`config.mk`:
```
export PLATFORM = sky130hd
export DESIGN_NAME = ais_ctrl
export DESIGN_NICKNAME = d
export VERILOG_FILES = /design/src/hw/rtl/ais_pkg.sv /design/src/hw/rtl/ais_ctrl.sv
export SDC_FILE = /design/constraint.sdc
export NUM_CORES = 1
export LEC_CHECK = 0
export BUFFER_PORTS_ARGS = -buffer_cell sky130_fd_sc_hd__buf_2
export CAP_MARGIN = 25
export CORE_AREA = 3 3 40 42
export DETAILED_ROUTE_END_ITERATION = 16
export DIE_AREA = 0 0 43 45
export PLACE_DENSITY = 0.46
export SLEW_MARGIN = 15
export SYNTH_ARGS = -nofsm -noshare
export SYNTH_HDL_FRONTEND = slang
export SYNTH_SLANG_ARGS = --single-unit
```
`constraint.sdc`:
```
create_clock -name clk -period 3.18 [get_ports clk]
set_input_delay 0.636 -clock clk [delete_from_list [all_inputs] [get_ports clk]]
set_output_delay 0.636 -clock clk [all_outputs]
set_load 0.1 [all_outputs]
```
`src/hw/rtl/ais_pkg.sv`:
```
// Shared types and constants for the address interval set unit.
package ais_pkg;

	localparam logic [1:0] MODE_CONTAINS = 2'd0;
	localparam logic [1:0] MODE_ADD      = 2'd1;
	localparam logic [1:0] MODE_REMOVE   = 2'd2;
	localparam logic [1:0] MODE_UNUSED   = 2'd3;

	typedef struct packed {
		logic load;
		logic rd;
		logic eval;
		logic emit2;
		logic tail;
		logic finish;
	} ais_cmd_t;

	typedef struct packed {
		logic bad_in;
		logic pend;
		logic more;
		logic out_busy;
	} ais_sts_t;

endpackage

```
`src/hw/rtl/ais_ctrl.sv`:
```
// Controller state machine that sequences one request through the table scan.
module ais_ctrl (
	input  logic              clk,
	input  logic              arst_n,
	input  logic              in_valid,
	input  ais_pkg::ais_sts_t sts,
	output ais_pkg::ais_cmd_t cmd,
	output logic              idle
);
	import ais_pkg::*;

	typedef enum logic [2:0] {S_IDLE, S_READ, S_EVAL, S_EMIT2, S_NEXT, S_TAIL, S_DONE} state_t;

	state_t state_q;

	always_ff @(posedge clk or negedge arst_n) begin
		if (!arst_n) begin
			state_q <= S_IDLE;
		end else begin
			case (state_q)
				S_IDLE:  if (in_valid) state_q <= sts.bad_in ? S_DONE : S_NEXT;
				S_READ:  state_q <= S_EVAL;
				S_EVAL:  state_q <= sts.pend ? S_EMIT2 : S_NEXT;
				S_EMIT2: state_q <= S_NEXT;
				S_NEXT:  state_q <= sts.more ? S_READ : S_TAIL;
				S_TAIL:  state_q <= S_DONE;
				S_DONE:  if (!sts.out_busy) state_q <= S_IDLE;
				default: state_q <= S_IDLE;
			endcase
		end
	end

	always_comb begin
		cmd        = '0;
		cmd.load   = (state_q == S_IDLE) && in_valid;
		cmd.rd     = (state_q == S_READ);
		cmd.eval   = (state_q == S_EVAL);
		cmd.emit2  = (state_q == S_EMIT2);
		cmd.tail   = (state_q == S_TAIL);
		cmd.finish = (state_q == S_DONE) && !sts.out_busy;
	end

	assign idle = (state_q == S_IDLE);

endmodule

```
## Word level (Yosys, flattened, before mapping)

Index checks and enable logic that the tools add are counted.

- Equality and inequality tests: 8
- Muxes and demuxes: 6
- Reduce and logical (&&, ||, !) cells: 5

Operators by type and width:

| cell | count |
|---|---|
| one-hot mux 3 bit (7 select lines) | 1 |
| two-way mux 3 bit | 4 |
| == test 3 bit, second input constant | 3 |
| == test 3 x 2 -> 1 bit, second input constant | 2 |
| inequality test 2 bit, second input constant | 2 |
| == test 3 x 1 -> 1 bit, second input constant | 1 |
| zero test 3 bit | 1 |
| logical AND 1 bit | 2 |
| two-way mux 2 bit | 1 |
| AND reduction 2 bit | 1 |
| zero test 1 bit | 1 |

- Bits in registers: 3
- Input port bits: 7
- Output and inout port bits: 7

## Longest topological paths before layout

Gate-level depths: netlist of the first run.

- Word-level depth: 3
- Depth in mapped cells: 4

## Worst setup path after synthesis of the first run

Ideal clock, no wire load.

- Path type: register to output
- From: register state_q[0]
- To: output cmd[5] in the netlist's numbering
- Arrival time: 3.610 ns
- Required time: 2.544 ns
- Setup slack: -1.066 ns
- Stages on the path, launching flop included: 4
- Path through: dfrtp_1 -> buf_2 -> nor3_1 -> and2_1

RTL lines:

| what | RTL line | source |
|---|---|---|
| from (decl) | ais_ctrl.sv:14 | `state_t state_q;` |
| from (signal assigned) | ais_ctrl.sv:21 | `S_IDLE: if (in_valid) state_q <= sts.bad_in ? S_DONE : S_NEXT;` |
| from (signal assigned) | ais_ctrl.sv:23 | `S_EVAL: state_q <= sts.pend ? S_EMIT2 : S_NEXT;` |
| from (signal assigned) | ais_ctrl.sv:25 | `S_NEXT: state_q <= sts.more ? S_READ : S_TAIL;` |
| to (decl) | ais_ctrl.sv:7 | `output ais_pkg::ais_cmd_t cmd,` |

==> metrics.md, run 1 <==
| Metric | Value |
|---|---|
| Max-slew violations | 0 |
| Slew HR | 67.9% |
| Setup TNS Final | 0 ns |
| Initial antenna violation count | 0 |
| Number of H-tree levels | 1 |
| Critical path arrival | 1.55 ns |
| CP max stage cell | dfrtp_1 |
| FF-to-FF End | state_q[2] |
| Clk_skew | 0.000452 ns |
| Seq cells post-synth | 3 |
| TritonCTS clock tree | built |
| Clock transition at path regs | 0.04 ns |
| Routed wire length | 615 um |
| Non-filler cells, final | 62 |
| Hold Crit Class | in -> async |
| Time the worst path needs with I/O delays and setup | 2.19 ns |
| Cells on worst reg2reg path | 3 |
| N_diodes | 0 |
| Syn-to-layout area delta | 38.1% |
| Cts bufs inserted | 3 |
| Sequential-to-total area share from yosys stat | 28.6% |
| Largest regs | state_q: 3 flops |
| CP endpoint | cmd[0] |
| Max-cap violations | 0 |
| Crit path largest cell delay | 0.53 ns |
| Worst Setup Path Type | reg -> out |
| Largest net degree at the start of global routing | 15 |
| DRC | 0 |
| Routability cong. | 0.663 |
| Required @ worst endpoint | 2.54 ns |
| Filler Cell Count | 148 |
| Starting Density | 20.4% |
| Die Height | 45 um |
| Final worst-path cycle share | 68.8% |
| Gr usage total | 7.16% |
| Worst setup SP type | flip-flop |
| Syn_nets | 40 |
| CP startpoint | state_q[2] |
| Final ANT Viol Nets | 0 |
| Number of global-route vias before repair | 223 |
| TritonRoute pass-1 iters | 2 |
| Max Root-Sink Buffers | 2 |
| Drt wl/cell | 9.92 um |
| Final WS setup | 0.993 ns |
| R2r setup slk | 1.88 ns |
| Worst-margin pin slew | 0.485 ns |
| Fin nets | 55 |
| Num rows | 13 |
| Via density | 4.21 |
| Total grt overflow | 0 |
| Syn_area_per_cell | 7.96 um^2 |
| Place WS | 1.11 ns |
| Distinct cells, synth | 22 |
| Post-CTS sizing | 0 |
| Mapped Cells | 33 |
| Final count of hold timing violations | 0 |
| Largest reg by FF count | state_q |
| Via Count | 261 |
| Worst setup EP type | output pin |
| Setup bufs post-CTS | 0 |
| FF-to-FF Start | state_q[2] |
| First-pass GRT wire length | 966 um |
| I/O pin total | 14 |
| Inst Count DP | 58 |
| CORE AREA | 1280 um^2 |
| Yosys warns | 0 |
| CTS Sinks | 3 |
| Root buf cell | clkbuf_4 |
| Clk Latency, worst-skew pair | 0.23 ns |
| Worst-path maximum fanout | 10 |
| DR iter-0 viols | 1 |
| Die span in x | 43 um |
| CP Cell Sequence | nor2b_1 -> and3b_1 -> buf_2 |
| Achievable Freq | 457 MHz |
| Share of layout cells above drive strength 1 | 40.4% |
| Setup Viol. Count Final | 0 |
| Post-synth design cell area | 263 um^2 |
| Hold buffers post-CTS | 0 |
| PortBufs | 13 |
| RSZ-0062 raised after global routing | false |
| Status | complete, no violations |
| Die area | 1940 um^2 |
| Max reg flops | 3 |
logic make-up (layout without fill, tap and decap cells):
| family | after synthesis | count (layout) | share of synthesized area [%] |
|---|---|---|---|
| flip-flops | 3 | 3 | 28.6 |
| AND/OR/NAND/NOR | 17 | 17 | 40.5 |
| buffers and inverters | 5 | 19 | 10.5 |
| AO/OA/AOI/OAI | 8 | 8 | 20.5 |
layer usage:
metal / up-vias / part of all wire [%] / GRT usage (%)
li1: 142 / - / -
met1: 113 / 50 / 8.67
met2: 6 / 43 / 9.28
met3: 0 / 6.5 / 3.98
met4: 0 / 0 / 5.42
met5: - / 0 / 0
critical path, delay by kind of cell, from the launching register on:
family / cells / cell delay, ns
DFF: 1 / 0.53
and+or+nand+nor: 2 / 0.36
buffers and inverters: 1 / 0.42
synthesized netlist by cell type (all sizes together):
cell | instances | area, um^2
dfrtp | 3 | 75.1
a21oi | 2 | 10.0
nor2b | 3 | 26.3
nand3 | 1 | 5.00
nand2 | 2 | 7.51
a32o | 1 | 10.0
inv | 2 | 7.51
o311a | 1 | 10.0
a211o | 1 | 8.76
and2b | 1 | 7.51
and3b | 1 | 8.76
nor3 | 2 | 10.0
nor3b | 1 | 7.51
and3 | 1 | 6.26
o21ai | 3 | 15.0
or2b | 1 | 7.51
nor2 | 2 | 7.51
and2 | 2 | 12.5
buf | 2 | 16.3
clkbuf | 1 | 3.75
worst min-delay path by stage:
stage / cells past startpoint / endpoint / from
final: 1 / state_q[0] / arst_n
after CTS: 1 / state_q[0] / arst_n
after global routing: 1 / state_q[0] / arst_n
after detailed placement: 1 / state_q[2] / arst_n
after global placement: 1 / state_q[1] / arst_n
after floorplan: 0 / state_q[0] / arst_n
per-stage QoR:
step                utilization, %  hold WS [ns]  instance area [um^2]
global route                  28.2         0.178                   363
detailed placement            26.2         0.437                   337
CTS                           28.2         0.184                   363
floorplan                        -         0.340                   273
global placement              26.2         0.434                   337
finish                        28.2         0.194                   363
area by class of cell:
| class | instances | area, um^2 | area share, % |
|---|---|---|---|
| multi-input combinational | 25 | 170 | 46.9 |
| clock buffer | 4 | 26.3 | 7.24 |
| sequential | 3 | 75.1 | 20.7 |
| timing repair buffer | 13 | 65.1 | 17.9 |
| tap | 15 | 18.8 | 5.17 |
| inverter | 2 | 7.51 | 2.07 |
cells in the final DEF (no fill, tap or decap):
master,count
o311a_1,1
nor3_2,1
nor2b_1,2
nor2b_4,1
clkbuf_4,3
nand2_1,2
or2b_1,1
and2_1,2
nor3b_2,1
nor2_1,2
and3_1,1
dfrtp_1,3
nand3_1,1
nor3_1,1
o21ai_0,3
and3b_1,1
clkbuf_1,1
a211o_1,1
buf_2,13
and2b_1,1
a32o_1,1
a21oi_1,2
inv_1,2
Power of run 1 is left out: the tool's default activity adds up to more than one toggle a clock period on the data nets, which glitch-free logic cannot reach.
==> inputs of run 2 (changes only) <==
==> constraint.sdc (replaced) <==
create_clock -name clk -period 2.11 [get_ports clk]
set_input_delay 0.422 -clock clk [delete_from_list [all_inputs] [get_ports clk]]
set_output_delay 0.422 -clock clk [all_outputs]
set_load 0.1 [all_outputs]
==> run 2 against run 1 <==
- die area unchanged
- critical path type unchanged
- clock-buffer cell count did not move
- final cell count is 1.6% higher
==> metrics.md, run 2 (synthesis gave the netlist of run 1 again) <==
| Metric | Value |
|---|---|
| Initial antenna violation count | 0 (unchanged) |
| Max-cap violations | 0 (unchanged) |
| Slew HR | 67.2% (-0.68 points) |
| Time the worst path needs with I/O delays and setup | 1.93 ns |
| TritonCTS clock tree | built |
| Achievable Freq | 517 MHz |
| Worst setup EP type | output pin |
| Max Root-Sink Buffers | 2 (unchanged) |
| Final WS setup | 0.175 ns (-0.818 ns) |
| Die Height | 45 um (unchanged) |
| Crit path largest cell delay | 0.64 ns (+0.11 ns) |
| Largest regs | state_q: 3 flops |
| CP startpoint | state_q[1] |
| Root buf cell | clkbuf_4 |
| Worst-path maximum fanout | 14 (+4) |
| Critical path buffers and inverters | 1 (unchanged) |
| FF-to-FF Start | state_q[2] |
| Most frequent cells in the layout | buf_2 (11), clkbuf_4 (5), o21ai_0 (3), dfrtp_1 (3) |
| Routed wire length | 631 um (+2.6%) |
| Fin nets | 56 (+1.8%) |
| Starting Density | 20.4% (unchanged) |
| Worst path top cell family by delay | flip-flops |
| Worst-margin pin slew | 0.492 ns (+0.00692 ns) |
| CP max stage cell | dfrtp_1 |
| Cts bufs inserted | 3 (unchanged) |
| Via Count | 278 (+6.5%) |
| TritonRoute pass-1 iters | 2 (unchanged) |
| CP Cell Sequence | and3_1 -> buf_2 |
| Die span in x | 43 um (unchanged) |
| Largest net degree at the start of global routing | 15 (unchanged) |
| Num rows | 13 (unchanged) |
| Largest reg by FF count | state_q |
| Routability cong. | 0.719 (+8.4%) |
| Setup bufs post-CTS | 0 (unchanged) |
| Final hold slack | 0.496 ns (+0.302 ns) |
| Final count of hold timing violations | 0 (unchanged) |
| HP Start | sts[2] |
| Via density | 4.41 (+4.8%) |
| First-pass GRT wire length | 1070 um (+11%) |
| Syn-to-layout area delta | 50.5% |
| I/O pin total | 14 (unchanged) |
| Total grt overflow | 0 (unchanged) |
| Hold Crit Class | in -> reg |
| Final worst-path cycle share | 91.7% |
| Die area | 1940 um^2 (unchanged) |
| DRC | 0 (unchanged) |
| DR iter-0 viols | 1 (unchanged) |
| PortBufs | 13 (unchanged) |
| Max reg flops | 3 (unchanged) |
| Clk Latency, worst-skew pair | 0.23 ns (about the same) |
| Number of H-tree levels | 1 (unchanged) |
| Setup Viol. Count Final | 0 (unchanged) |
| Required @ worst endpoint | 1.69 ns (-0.85 ns) |
| Clk_skew | 0.00134 ns (+0.000888 ns) |
| Gr usage total | 7.93% (+0.77 points) |
| Place WS | 0.334 ns (-0.779 ns) |
| N_diodes | 0 (unchanged) |
| Max-slew violations | 0 (unchanged) |
| Final ANT Viol Nets | 0 (unchanged) |
| Drt wl/cell | 10.0 um (+0.97%) |
| Critical path arrival | 1.51 ns (-0.04 ns) |
| CTS Sinks | 3 (unchanged) |
| CORE AREA | 1280 um^2 (unchanged) |
| Clock transition at path regs | 0.04 ns (about the same) |
| Number of global-route vias before repair | 241 (+8.1%) |
| Worst setup SP type | flip-flop |
| RSZ-0062 raised after global routing | false |
| Share of layout cells above drive strength 1 | 43.8% (+3.3 points) |
| Util after Layout | 30.8% (+2.5 points) |
| Commonest non-fill, non-tap cell in the layout | buf_2 |
| Status | complete, no violations |
| Worst Setup Path Type | reg -> out |
## run 2: per-layer routing
| layer | track usage (%) | vias up | routed length (um) |
|---|---|---|---|
| li1 | - | 143 | - |
| met1 | 10.7 | 125 | 323 |
| met2 | 8.68 | 10 | 263 |
| met3 | 2.79 | 0 | 44 |
| met4 | 9.04 | 0 | 0 |
| met5 | 0 | - | 0 |
## run 2: worst register-to-register path: cells and delay by family (launching register included)
kind / cells / cell delay, ns
AO/OA/AOI/OAI: 2 / 0.49
flip-flops: 1 / 0.57
buffers and inverters: 1 / 0.17
## run 2: repair_timing
item	CTS	global route
hold buffers	1	0
gates resized for setup	0	2
endpoints found under the setup margin	0	2
endpoints found under the hold margin	3	0
## run 2: final cells by class
class	count	area (um^2)
fillers	141	890
clock buffers	4	26.3
repair buffers	14	80.1
well taps	15	18.8
multi-input cells	25	188
inverters	2	7.51
flip-flops and latches	3	75.1
## run 2: path summary, 6_finish.rpt
check	endpoint	slack, ns	depth (start not counted)
min	state_q[0]	0.50	3
max in group asynchronous	state_q[1]	1.48	2
min reg2reg	state_q[0]	0.71	1
max	cmd[2]	0.18	2
max reg2reg	state_q[2]	0.77	3
min in group asynchronous	state_q[0]	0.52	2
## run 2: stage by stage
stage	instance area (um^2)	TNS, ns	instances
after floorplan	290	-0.100	33
after global placement	354	0	58
after detailed placement	354	0	58
after CTS	390	0	63
after global routing	395	0	63
final	395	0	63
Power of run 2 is left out for the same reason.
==> inputs of run 3 (changes only) <==
--- a/config.mk
+++ b/config.mk
@@ -7,9 +7,9 @@
 export LEC_CHECK = 0
 export BUFFER_PORTS_ARGS = -buffer_cell sky130_fd_sc_hd__buf_2
 export CAP_MARGIN = 25
-export CORE_AREA = 3 3 40 42
+export CORE_AREA = 5 5 42 44
 export DETAILED_ROUTE_END_ITERATION = 16
-export DIE_AREA = 0 0 43 45
+export DIE_AREA = 0 0 47 49
 export PLACE_DENSITY = 0.46
 export SLEW_MARGIN = 15
 export SYNTH_ARGS = -nofsm -noshare
==> run 3 against run 2 <==
- highest routed layer unchanged
- global-route usage shrank 1.2 points
- die area grew 19%
- critical endpoint is now cmd[5]
- critical path type unchanged
- clock skew shrank 0.00051 ns
- largest cell class unchanged
==> metrics.md, run 3 (synthesis gave the netlist of run 1 again) <==
| Metric | Value |
|---|---|
| Routability cong. | 0.671 (-6.7%) |
| Worst setup SP type | flip-flop |
| Final count of hold timing violations | 0 (unchanged) |
| Final hold slack | 0.500 ns (+0.00446 ns) |
| Gr usage total | 6.71% (-1.2 points) |
| Via Count | 266 (-4.3%) |
| Max Root-Sink Buffers | 2 (unchanged) |
| RSZ-0062 raised after global routing | false |
| Max-slew violations | 0 (unchanged) |
| CTS Sinks | 3 (unchanged) |
| Number of global-route vias before repair | 295 (+22%) |
| Share of layout cells above drive strength 1 | 43.8% (unchanged) |
| Drt wl/cell | 10.0 um (-0.16%) |
| TritonCTS clock tree | built |
| Time the worst path needs with I/O delays and setup | 2.01 ns (+0.0714 ns) |
| Number of H-tree levels | 1 (unchanged) |
| Syn-to-layout area delta | 54.8% |
| Most frequent cells in the layout | buf_2 (12), o21ai_0 (3), clkbuf_4 (3), dfrtp_1 (3) |
| Clock transition at path regs | 0.04 ns (about the same) |
| Setup TNS Final | 0 ns (unchanged) |
| Critical path arrival | 1.58 ns (+0.07 ns) |
| Status | complete, no violations |
| Via density | 4.16 (-5.8%) |
| Commonest non-fill, non-tap cell in the layout | buf_2 |
| Die Height | 49 um (+8.9%) |
| Worst setup EP type | output pin |
| Worst-path maximum fanout | 14 (unchanged) |
| Largest reg by FF count | state_q |
| PortBufs | 13 (unchanged) |
| Setup bufs post-CTS | 0 (unchanged) |
| First-pass GRT wire length | 1150 um (+7.1%) |
| Max-cap violations | 0 (unchanged) |
| I/O pin total | 14 (unchanged) |
| TritonRoute pass-1 iters | 2 (unchanged) |
| Max reg flops | 3 (unchanged) |
| Clk_skew | 0.000831 ns (-0.000509 ns) |
| Fin nets | 56 (unchanged) |
| Util after Layout | 29.0% (-1.8 points) |
| Post-DP HPWL | 479 um |
| Cts bufs inserted | 3 (unchanged) |
| N_diodes | 0 (unchanged) |
| DR iter-0 viols | 2 (+1) |
| Final ANT Viol Nets | 0 (unchanged) |
| Total grt overflow | 0 (unchanged) |
| Starting Density | 18.8% (-1.7 points) |
| Final WS setup | 0.104 ns (-0.0714 ns) |
| Final worst-path cycle share | 95.1% (+3.4 points) |
| Achievable Freq | 498 MHz (-3.6%) |
| Worst Setup Path Type | reg -> out |
| Place WS | 0.341 ns (+0.00653 ns) |
| DRC | 0 (unchanged) |
| Post-CTS sizing | 0 (unchanged) |
| Routed wire length | 640 um (+1.4%) |
| Clk Latency, worst-skew pair | 0.23 ns (about the same) |
| Slew HR | 67.4% (+0.15 points) |
| CORE AREA | 1400 um^2 (+9.1%) |
| Num rows | 14 (+1) |
| Root buf cell | clkbuf_4 |
| Largest regs | state_q: 3 flops |
| Die area | 2300 um^2 (+19%) |
| Required @ worst endpoint | 1.69 ns (about the same) |
| Filler Cell Count | 158 (+12%) |
| Die span in x | 47 um (+9.3%) |
| Worst-margin pin slew | 0.489 ns (-0.00231 ns) |
| Largest net degree at the start of global routing | 15 (unchanged) |
| Hold Crit Class | in -> reg |
| Initial antenna violation count | 0 (unchanged) |
| Setup Viol. Count Final | 0 (unchanged) |
run 3: changes by cell type in the layout (fill, tap and decap cells not counted), sizes merged:
cell,change
buf,+2
clkbuf,-2
run 3: layer usage:
metal  global-route usage [%]  wire [um]  vias up
met5                        0          0        -
met4                     4.15          0        0
met3                     2.58         36        0
met2                     9.05        315        7
met1                     8.65        288      115
li1                         -          -      144
run 3: final timing paths:
| path | slack [ns] | startpoint | endpoint | depth (start not counted) |
|---|---|---|---|---|
| min reg2reg | 0.71 | state_q[0] | state_q[0] | 1 |
| min | 0.50 | sts[2] | state_q[0] | 3 |
| max in group asynchronous | 1.49 | arst_n | state_q[2] | 2 |
| min in group asynchronous | 0.52 | arst_n | state_q[0] | 2 |
| max reg2reg | 0.77 | state_q[2] | state_q[2] | 3 |
| max | 0.10 | state_q[1] | cmd[5] | 3 |
run 3: area by class of cell:
| type | instances | area (um^2) | area share, % |
|---|---|---|---|
| multi-input combinational | 25 | 188 | 46.2 |
| timing repair buffer | 14 | 90.1 | 22.2 |
| sequential | 3 | 75.1 | 18.5 |
| clock buffer | 4 | 26.3 | 6.46 |
| tap | 16 | 20.0 | 4.92 |
| inverter | 2 | 7.51 | 1.85 |
run 3: critical path: stages (launching register included):
cell,delay (ns)
dfrtp_1,0.54
nor3_4,0.25
and2_4,0.15
buf_2,0.41
run 3: timing repair:
action                                  CTS  global route
hold endpoints to repair                  3             0
hold buffers                              1             0
endpoints found under the setup margin    0             0
run 3: stage by stage:
stage	std cells	instance area (um^2)
6_report	64	407
5_1_grt	64	407
4_1_cts	64	407
3_5_place_dp	59	370
3_3_place_gp	59	370
2_1_floorplan	33	290
Power of run 3 is left out for the same reason.
